===== src/rtl/core/ptrs_pkg.sv =====
// Package: types, codes and constants shared by the task release scheduler.
`timescale 1ns / 1ps
`default_nettype none

package ptrs_pkg;

    localparam int TASK_COUNT = 7;
    localparam int IDX_W      = 3;
    localparam int CMD_W      = 2;
    localparam int PERIOD_W   = 16;
    localparam int PEND_W     = 8;
    localparam int MISSED_W   = 32;
    localparam int CFG_IDX_W  = 3;
    localparam int CFG_DATA_W = 16;

    // command codes; the spare code behaves as a query
    localparam logic [CMD_W-1:0] CMD_TICK  = 2'd0;
    localparam logic [CMD_W-1:0] CMD_TAKE  = 2'd1;
    localparam logic [CMD_W-1:0] CMD_QUERY = 2'd2;

    // register map: period of task i at index i, then the pending limit
    localparam logic [CFG_IDX_W-1:0] REG_PENDING_LIMIT = 3'd7;

    localparam logic [PEND_W-1:0] PENDING_LIMIT_RESET = 8'd8;

    typedef struct packed {
        logic [CMD_W-1:0] command;
        logic [IDX_W-1:0] task_index;
    } req_t;

    typedef struct packed {
        logic                index_ok;
        logic                granted;
        logic [PEND_W-1:0]   pending_count;
        logic [MISSED_W-1:0] missed_count;
        logic [PERIOD_W-1:0] period_value;
    } res_t;

    // word moving along the cell chain
    typedef struct packed {
        logic [CMD_W-1:0] command;
        logic [IDX_W-1:0] task_index;
        res_t             res;
    } tok_t;

    typedef struct packed {
        logic                  we;
        logic [CFG_IDX_W-1:0]  index;
        logic [CFG_DATA_W-1:0] data;
    } cfg_wr_t;

    function automatic logic [PERIOD_W-1:0] period_reset(input logic [IDX_W-1:0] slot);
        logic [PERIOD_W-1:0] val;
        begin
            unique case (slot)
                3'd0, 3'd1: val = 16'd1;
                3'd2, 3'd3: val = 16'd5;
                3'd4:       val = 16'd10;
                3'd5, 3'd6: val = 16'd100;
                default:    val = 16'd1;
            endcase
            return val;
        end
    endfunction

endpackage

`default_nettype wire


===== src/rtl/core/ptrs_cell.sv =====
// One task cell: holds a task's period, countdown, pending and missed counts.
`timescale 1ns / 1ps
`default_nettype none

module ptrs_cell (
    input  wire logic                        clk,
    input  wire logic                        rst_n,
    input  wire logic [ptrs_pkg::IDX_W-1:0]  slot,
    input  wire logic [ptrs_pkg::PEND_W-1:0] pending_limit,
    input  wire ptrs_pkg::cfg_wr_t           cfg,
    input  wire logic                        in_valid,
    input  wire ptrs_pkg::tok_t              tok_in,
    output logic                             out_valid,
    output ptrs_pkg::tok_t                   tok_out
);
    import ptrs_pkg::*;

    logic [PERIOD_W-1:0] period_reg, period_next;
    logic [PERIOD_W-1:0] countdown_reg, countdown_next;
    logic [PEND_W-1:0]   pending_reg, pending_next;
    logic [MISSED_W-1:0] missed_reg, missed_next;
    logic                valid_reg;
    tok_t                tok_reg, tok_next;
    logic                hit;
    logic                granted;

    assign hit = (tok_in.task_index == slot);

    always_comb
    begin
        period_next    = period_reg;
        countdown_next = countdown_reg;
        pending_next   = pending_reg;
        missed_next    = missed_reg;
        tok_next       = tok_in;
        granted        = 1'b0;

        if (cfg.we && cfg.index == slot)
        begin
            period_next    = cfg.data;
            countdown_next = cfg.data;
        end

        if (in_valid)
        begin
            case (tok_in.command)
                CMD_TICK:
                begin
                    if (countdown_reg > 16'd1)
                    begin
                        countdown_next = countdown_reg - 16'd1;
                    end
                    else
                    begin
                        countdown_next = period_reg;
                        if (pending_reg != '0)
                        begin
                            missed_next = missed_reg + 32'd1;
                        end
                        if (pending_reg < pending_limit)
                        begin
                            pending_next = pending_reg + 8'd1;
                        end
                    end
                end
                CMD_TAKE:
                begin
                    if (hit && pending_reg != '0)
                    begin
                        pending_next = pending_reg - 8'd1;
                        granted      = 1'b1;
                    end
                end
                default:
                begin
                end
            endcase

            // addressed cell drops its post-operation state into the word
            if (hit)
            begin
                tok_next.res.index_ok      = 1'b1;
                tok_next.res.granted       = granted;
                tok_next.res.pending_count = pending_next;
                tok_next.res.missed_count  = missed_next;
                tok_next.res.period_value  = period_reg;
            end
        end
    end

    always_ff @(posedge clk or negedge rst_n)
    begin
        if (!rst_n)
        begin
            period_reg    <= period_reset(slot);
            countdown_reg <= period_reset(slot);
            pending_reg   <= '0;
            missed_reg    <= '0;
            valid_reg     <= 1'b0;
        end
        else
        begin
            period_reg    <= period_next;
            countdown_reg <= countdown_next;
            pending_reg   <= pending_next;
            missed_reg    <= missed_next;
            valid_reg     <= in_valid;
        end
    end

    always_ff @(posedge clk)
    begin
        tok_reg <= tok_next;
    end

    assign out_valid = valid_reg;
    assign tok_out   = tok_reg;

endmodule

`default_nettype wire


===== src/rtl/core/periodic_task_release_scheduler.sv =====
// Top level: periodic task release scheduler built as a chain of task cells.
`timescale 1ns / 1ps
`default_nettype none

// Usage
//  Command channel: a request word (command, task_index) is taken on a clock
//  edge with start high and busy low. Tick advances every task, take consumes
//  one pending release of the addressed task, query reads it back.
//  The word walks the chain of TASK_COUNT cells, one cell per cycle; each cell
//  applies the command to its own task and the addressed cell fills in the
//  result. The result appears on result with done high for exactly one
//  cycle, once the word has passed every cell register of the chain.
//  A new command is not taken while one is still in the chain; the next
//  command may be accepted in the cycle done is high.
//  The receiver cannot stall; each result is shown for one cycle only.
//  Config channel: cfg_index 0..6 writes a task period (and reloads its
//  countdown), index 7 writes the pending limit. Writes are taken while
//  busy and start are both low. Reset restores default periods, a pending
//  limit of 8 and clears all pending and missed counts; no clearing pass
//  is needed.
module periodic_task_release_scheduler (
    input  wire logic                            clk,
    input  wire logic                            rst_n,
    input  wire logic                            start,
    output logic                                 busy,
    input  wire ptrs_pkg::req_t                  request,
    output logic                                 done,
    output ptrs_pkg::res_t                       result,
    input  wire logic                            cfg_valid,
    output logic                                 cfg_ready,
    input  wire logic [ptrs_pkg::CFG_IDX_W-1:0]  cfg_index,
    input  wire logic [ptrs_pkg::CFG_DATA_W-1:0] cfg_data
);
    import ptrs_pkg::*;

    logic              accept;
    logic [PEND_W-1:0] pending_limit_reg;
    cfg_wr_t           cfg;
    logic              chain_valid [TASK_COUNT+1];
    tok_t              chain_tok   [TASK_COUNT+1];

    assign accept    = start && !busy;
    // a write never lands in the same cycle as a command entering the chain
    assign cfg_ready = !busy && !start;

    assign cfg.we    = cfg_valid && cfg_ready;
    assign cfg.index = cfg_index;
    assign cfg.data  = cfg_data;

    always_ff @(posedge clk or negedge rst_n)
    begin
        if (!rst_n)
        begin
            pending_limit_reg <= PENDING_LIMIT_RESET;
        end
        else if (cfg.we && cfg.index == REG_PENDING_LIMIT)
        begin
            pending_limit_reg <= cfg_data[PEND_W-1:0];
        end
    end

    // word enters with an all-zero result: an invalid index matches no cell
    assign chain_valid[0] = accept;
    assign chain_tok[0]   = '{command: request.command, task_index: request.task_index,
                              res: '0};

    for (genvar k = 0; k < TASK_COUNT; k++)
    begin : g_cell
        ptrs_cell u_cell (
            .clk           (clk),
            .rst_n         (rst_n),
            .slot          (IDX_W'(k)),
            .pending_limit (pending_limit_reg),
            .cfg           (cfg),
            .in_valid      (chain_valid[k]),
            .tok_in        (chain_tok[k]),
            .out_valid     (chain_valid[k+1]),
            .tok_out       (chain_tok[k+1])
        );
    end

    // the last cell's output is the result slot, which frees the chain
    always_comb
    begin
        busy = 1'b0;
        for (int k = 1; k < TASK_COUNT; k++)
        begin
            busy = busy | chain_valid[k];
        end
    end

    assign done   = chain_valid[TASK_COUNT];
    assign result = chain_tok[TASK_COUNT].res;

    a_latency: assert property (@(posedge clk) disable iff (!rst_n)
        done |-> $past(accept, TASK_COUNT))
        else $error("result without a command TASK_COUNT cycles earlier");

    a_busy_after_accept: assert property (@(posedge clk) disable iff (!rst_n)
        accept |=> (busy || done))
        else $error("chain idle right after accepting a command");

    a_granted_ok: assert property (@(posedge clk) disable iff (!rst_n)
        (done && result.granted) |-> result.index_ok)
        else $error("grant reported for an invalid task");

    a_invalid_zero: assert property (@(posedge clk) disable iff (!rst_n)
        (done && !result.index_ok) |->
            (result.pending_count == '0 && result.missed_count == '0 &&
             result.period_value == '0))
        else $error("invalid task index returned nonzero fields");

    a_no_cfg_in_flight: assert property (@(posedge clk) disable iff (!rst_n)
        busy |-> !cfg.we)
        else $error("config write taken while a command is in flight");

endmodule

`default_nettype wire


===== config.mk =====
export PLATFORM = sky130hd
export DESIGN_NAME = periodic_task_release_scheduler
export DESIGN_NICKNAME = d
export VERILOG_FILES = /design/src/rtl/core/ptrs_pkg.sv /design/src/rtl/core/ptrs_cell.sv /design/src/rtl/core/periodic_task_release_scheduler.sv
export SDC_FILE = /design/constraint.sdc
export NUM_CORES = 2
export LEC_CHECK = 0
export CAP_MARGIN = 5
export CORE_ASPECT_RATIO = 0.9
export CORE_MARGIN = 3
export CORE_UTILIZATION = 68
export DETAILED_ROUTE_END_ITERATION = 16
export DONT_BUFFER_PORTS = 1
export GPL_TIMING_DRIVEN = 0
export PLACE_DENSITY_LB_ADDON = 0.2
export SYNTH_ARGS = -nofsm -noshare
export SYNTH_HDL_FRONTEND = slang
export SYNTH_SLANG_ARGS = --single-unit

===== constraint.sdc =====
create_clock -name clk -period 3.85 [get_ports clk]
set_input_delay 0.1925 -clock clk [delete_from_list [all_inputs] [get_ports clk]]
set_output_delay 0.1925 -clock clk [all_outputs]
set_load 0.01 [all_outputs]

After elaboration in Yosys (flattened, before gate mapping)
Index checks and enable logic that the tools add are counted.

Flip-flop bits (word level): 955. Bits of input ports: 28. Output and inout bits: 61. Word-level logic and storage cells: 292.

Add/sub/neg operators: 28. Magnitude comparators: 14. Equal/unequal tests: 20. Multiplexer cells: 104. Bitwise operators: 5. Reductions and logical operators: 38.

Operators with widths (count): 2-to-1 mux 58 bit (13); 2-to-1 mux 32 bit (21); 2-to-1 mux 16 bit (28); adder 32 x 1 -> 32 bit (second input constant) (7); 2-to-1 mux 8 bit (21); > comparator 16 x 1 -> 1 bit (second input constant) (7); one-hot mux 8 bit (2 select lines) (7); subtractor 16 x 1 -> 16 bit (second input constant) (7); adder 8 x 1 -> 8 bit (second input constant) (7); < comparator 8 bit (7); nonzero test 8 bit (7); subtractor 8 x 1 -> 8 bit (second input constant) (7); == test 3 bit (second input constant) (7); logical AND 1 bit (18); == test 2 x 1 -> 1 bit (second input constant) (7); zero test 2 bit (7); 2-to-1 mux 1 bit (14); == test 3 x 2 -> 1 bit (second input constant) (4); == test 3 x 1 -> 1 bit (second input constant) (2); zero test 3 bit (2); bitwise OR 1 bit (5); AND reduction 3 bit (1); zero test 1 bit (2); AND reduction 2 bit (1).

Longest topological paths before layout
Depth in word-level cells: 12. Gate-level depth with buffers: 11. Mapped depth without buffers: 8.

Worst setup path after synthesis
No wires, ideal clock.

Path kind: flip-flop to flip-flop. From: register pending_limit_reg[5]. To: register g_cell[1].u_cell.tok_reg, in the netlist g_cell[1].u_cell.tok_out[53]. Library setup time: 132 ps. Arrival time: 2504 ps. Required time: 3718 ps. Path slack: 1213 ps. Cell stages (with the launch flop): 9. Path buffers: 0. Period minus slack after synthesis: 2637 ps. Cells stage by stage: dfrtp_1 inv_1 ha_1 a211oi_1 nor2_1 a2111oi_0 nand3_1 nand4_1 or3b_2.

RTL lines: from (decl) (line periodic_task_release_scheduler.sv:37) `logic [PEND_W-1:0] pending_limit_reg;`; from (signal assigned) (line periodic_task_release_scheduler.sv:58) `pending_limit_reg <= cfg_data[PEND_W-1:0];`; to (signal assigned) (line ptrs_cell.sv:113) `tok_reg <= tok_next;`; to (decl) (line ptrs_cell.sv:23) `tok_t tok_reg, tok_next;`.

Worst setup path in the final report
From: register g_cell[2].u_cell.valid_reg. To: register g_cell[6].u_cell.countdown_reg[8].

Word-level cells in the longest chain between the ends: 11.

Ends and longest elaborated chain: from (decl) (line ptrs_cell.sv:22) `logic valid_reg;`; from (signal assigned) (line ptrs_cell.sv:107) `valid_reg <= in_valid;`; bitwise OR 1 bit * (4 in a row) (line periodic_task_release_scheduler.sv:88) `busy = busy | chain_valid[k];`; zero test 1 bit * (line periodic_task_release_scheduler.sv:44) `assign cfg_ready = !busy && !start;`; logical AND 1 bit * (line periodic_task_release_scheduler.sv:44); logical AND 1 bit * (line periodic_task_release_scheduler.sv:46) `assign cfg.we = cfg_valid && cfg_ready;`; logical AND 1 bit * (line ptrs_cell.sv:38) `if (cfg.we && cfg.index == slot)`; 2-to-1 mux 16 bit * (line ptrs_cell.sv:38); 2-to-1 mux 16 bit (line ptrs_cell.sv:46) `case (tok_in.command)`; 2-to-1 mux 16 bit * (line ptrs_cell.sv:44) `if (in_valid)`; net g_cell[6].u_cell.countdown_next[8] (line ptrs_cell.sv:19) `logic [PERIOD_W-1:0] countdown_reg, countdown_next;`; to (signal assigned) (line ptrs_cell.sv:96) `countdown_reg <= period_reset(slot);`; to (signal assigned) (line ptrs_cell.sv:104) `countdown_reg <= countdown_next;`; to (decl) (line ptrs_cell.sv:19).

The timed path passes the listed nets; every way through them passes the cells marked *. A chain may end at the register's enable or synchronous reset.

==> metrics.cfg <==
[synthesis]
synth_seq_area_share_pct = 46.6
async_flop_share_pct = 54.3
ys.flop_type = dfrtp_1
synthCells = 5347
ys.warnings.count = 0
synth_cell_types = 92
avgSynthCellArea_um2 = 8.73
synth-seq-cells = 955
synth_fp_nets = 5466
synth_edf_count = 0
netlist_area_mm2 = 0.0467

[sta]
finalSetupTns_ns = 0
final.period_utilization_pct = 98.4
max_slew_margin_pct = 11.7
hold_viol_final = 515
drv_slew = 0
fin_worst_skew_ns = 0.0207
holdWs_ns = -0.762
maxClockFrequency_ghz = 0.264
post-route-min-period_ns = 3.79
worstMarginPinSlew_ns = 1.32
setup_viol = 0
rsz0062_at_grt = true

[outcome]
outcome = finished with violations
violations = negative hold slack

[drt]
vias_per_cell = 6.12
antenna_left = 0
remaining_drc_errors = 0
routedWlPerCell_um = 19.9
vias = 39200
firstDrtPassIters = 8
drt-initial-drc-count = 3891
drt-total-wl_um = 128000

[floorplanning]
num_rows = 90
die_w_um = 282
ios = 89
fp.dieH_um = 255
core_area_mm2 = 0.0676
initial_core_util_pct = 69.1
die_area_mm2 = 0.0719

[grt]
grt_pass1_vias = 37600
grt_overflow = 0
grt_util_all_layers_pct = 35.1
antenna_found_initial = 1
grt_pass1_wl_um = 201000
grt_start_max_net_pins = 520

[layout]
area_growth_pct = 9.70
drive_gt1_share_pct = 6.53
fin_util_pct = 75.8
largest_reg_flops = 436
finalNetCount = 5571

[setup_path]
r2r_cells = 7
required_ns = 4.41
cp_num_buf_inv = 2
path_cells = clkbuf_1, nor4_2, nand4b_1, nor3_2, clkbuf_1, nand2_1, a31oi_1
cp.arrival_ns = 4.35
worst_path_max_delay_cell = nor3_2
endpoint_kind = register
path_class = reg -> reg
cpPeakStageDelay_ns = 0.80
startpoint_type = register
crit_cells = 7
cpMostUsedCell = clkbuf_1
path_max_fanout = 10
path_delay_family = simple AND/OR/NAND/NOR gates

[placed_design]
gp_congestion = 1.00
detailed_place_hpwl_um = 91000
portBuffers = 0

[power_and_ir_drop]
pwr-share-seq_pct = 45.8
p_switching_mw = 8.90
p_int_mw = 19.2
vdd_drop_max_v = 0.000481
p_per_area_mw_per_mm2 = 548
switching_share_pct = 31.7
p_leak_nw = 21.5
combPwrFrac_pct = 19.8
clkPwrFrac_pct = 34.4
total_power_mw = 28.0

[clock_network]
clk_latency_ns = 0.66
cts_buffers = 92
cts_tree = built
htree_levels = 3
cts_buffer_depth = 3
cts_root_buf = clkbuf_16
ctsHoldBuffers = 8
clk_pin_slew_ns = 0.06
cts.sinks = 955

[worst_hold_path]
worst_hold_path_type = in -> async

[run]
drv_cap = 0

[power by group through the flow]
| stage | clock network (mW) | registers [mW] | logic [mW] |
|---|---|---|---|
| 2_1_floorplan | 0 | 12.5 | 4.03 |
| 3_3_place_gp | 0 | 12.9 | 5.16 |
| 3_5_place_dp | 0 | 12.9 | 5.35 |
| 4_1_cts | 9.74 | 12.8 | 5.41 |
| 5_1_grt | 10.1 | 13.0 | 6.18 |
| 6_report | 9.66 | 12.8 | 5.55 |
[Yosys cell counts (16+ instances only)]
cell type | number | area share [%]
a211oi_1 | 43 | 0.69
nand4_1 | 123 | 1.6
dfxtp_1 | 436 | 19
xnor2_1 | 339 | 6.4
dfstp_2 | 29 | 1.6
a21oi_1 | 86 | 0.92
or2_2 | 18 | 0.24
ha_1 | 91 | 2.4
clkbuf_1 | 284 | 2.3
buf_4 | 60 | 0.96
a31oi_1 | 81 | 1.1
o211ai_1 | 24 | 0.39
mux2i_1 | 38 | 0.81
nor2_1 | 324 | 2.6
nand3_1 | 197 | 2.1
and2_1 | 33 | 0.44
dfrtp_1 | 490 | 26
and3_1 | 124 | 1.7
or4_1 | 40 | 0.64
nand2_1 | 1202 | 9.7
nor3_1 | 158 | 1.7
nor4_1 | 87 | 1.2
o21ai_0 | 316 | 3.4
and4_1 | 28 | 0.53
nor3b_1 | 21 | 0.34
inv_1 | 81 | 0.65
nand2b_1 | 23 | 0.31
or3_1 | 48 | 0.64
xor2_1 | 211 | 4.0
mux2_2 | 36 | 0.87
o31ai_1 | 16 | 0.26
[cell families (layout without fill, tap and decap cells)]
| logic type | count (synthesis) | in the layout | share of synthesized area (%) |
|---|---|---|---|
| muxes | 74 | 74 | 1.68 |
| DFF | 955 | 955 | 46.6 |
| AOI/OAI and AO/OA | 711 | 711 | 9.33 |
| adders and majority gates | 91 | 91 | 2.44 |
| buffers and inverters | 450 | 634 | 4.16 |
| other | 0 | 2 | 0 |
| xor gates and xnor gates | 550 | 550 | 10.3 |
| and+or+nand+nor | 2516 | 2516 | 25.5 |
[cells in the final DEF, fill, tap and decap left out, types with 13 or more instances in the layout]
master / instances
or4_1: 40
and4_1: 28
buf_4: 63
clkbuf_1: 298
mux2i_1: 38
a211oi_1: 43
ha_1: 91
a21oi_1: 86
o31ai_1: 16
nand3_1: 197
and3_1: 124
and2_1: 33
nand2b_1: 23
mux2_2: 36
dfxtp_1: 436
xor2_1: 211
nor3b_1: 21
or3_1: 48
o211ai_1: 24
nor2_1: 324
a22oi_1: 13
dfrtp_1: 490
nand2_1: 1202
xnor2_1: 339
o21bai_1: 13
nor4_1: 87
nand4b_1: 13
clkbuf_16: 100
nor3_1: 154
buf_1: 14
nor2b_1: 14
clkinvlp_4: 15
dfstp_2: 29
a31oi_1: 81
or2_2: 18
o21ai_0: 316
inv_1: 81
nand4_1: 123
[through the flow]
stage | worst slack [ns] | instances | instance area, µm² | hold slack (ns)
2_1_floorplan | 1.21 | 5347 | 46700 | -0.103
3_3_place_gp | -0.102 | 6221 | 47800 | -0.0857
3_5_place_dp | -0.177 | 6221 | 47800 | -0.0855
4_1_cts | 0.00623 | 6402 | 51200 | -0.782
5_1_grt | -0.0160 | 6406 | 51200 | -0.786
6_report | 0.0633 | 6407 | 51200 | -0.762
[path summary, 6_finish.rpt]
| kind | from | to | slack, ns |
|---|---|---|---|
| setup / recovery | g_cell[2].u_cell.out_valid$_DFF_PN0_ | g_cell[6].u_cell.countdown_reg[8]$_DFF_PN0_ | 0.06 |
| hold / removal | rst_n | g_cell[6].u_cell.missed_reg[13]$_DFFE_PN0P_ | -0.76 |
| setup reg to reg | g_cell[2].u_cell.out_valid$_DFF_PN0_ | g_cell[6].u_cell.countdown_reg[8]$_DFF_PN0_ | 0.06 |
| hold reg to reg | g_cell[1].u_cell.tok_out[58]$_DFF_P_ | g_cell[2].u_cell.tok_out[58]$_DFF_P_ | 0.35 |
| max in group asynchronous | rst_n | g_cell[1].u_cell.period_reg[11]$_DFFE_PN0N_ | 3.57 |
| min in group clk | cfg_index[2] | g_cell[1].u_cell.period_reg[0]$_DFFE_PN1N_ | 0.04 |
[area by class of cell]
type                    count  area, µm²
fillers                  4997      16300
well taps                 874       1090
inverters                  83        312
plain buffers             367       1630
flip-flops and latches    955      21800
clock buffers             126       2720
diodes                      2       5.00
repair buffers             11        103
clock inverters            47        579
multi-input cells        3942      23000
[layer usage]
layer | part of all wire (%) | global-route usage, %
met1 | 41 | 46.5
met2 | 46 | 56.6
met3 | 7.2 | 4.90
met4 | 5.4 | 18.2
met5 | 0 | 0
[timing repair]
item / in CTS / in global routing
endpoints found under the hold margin: 559 / 519
endpoints found under the setup margin: 31 / 73
gates resized for setup: 4 / 1
setup buffers: 0 / 3
pin swaps: 0 / 2
Note: power is estimated with default switching activity, not from simulation.
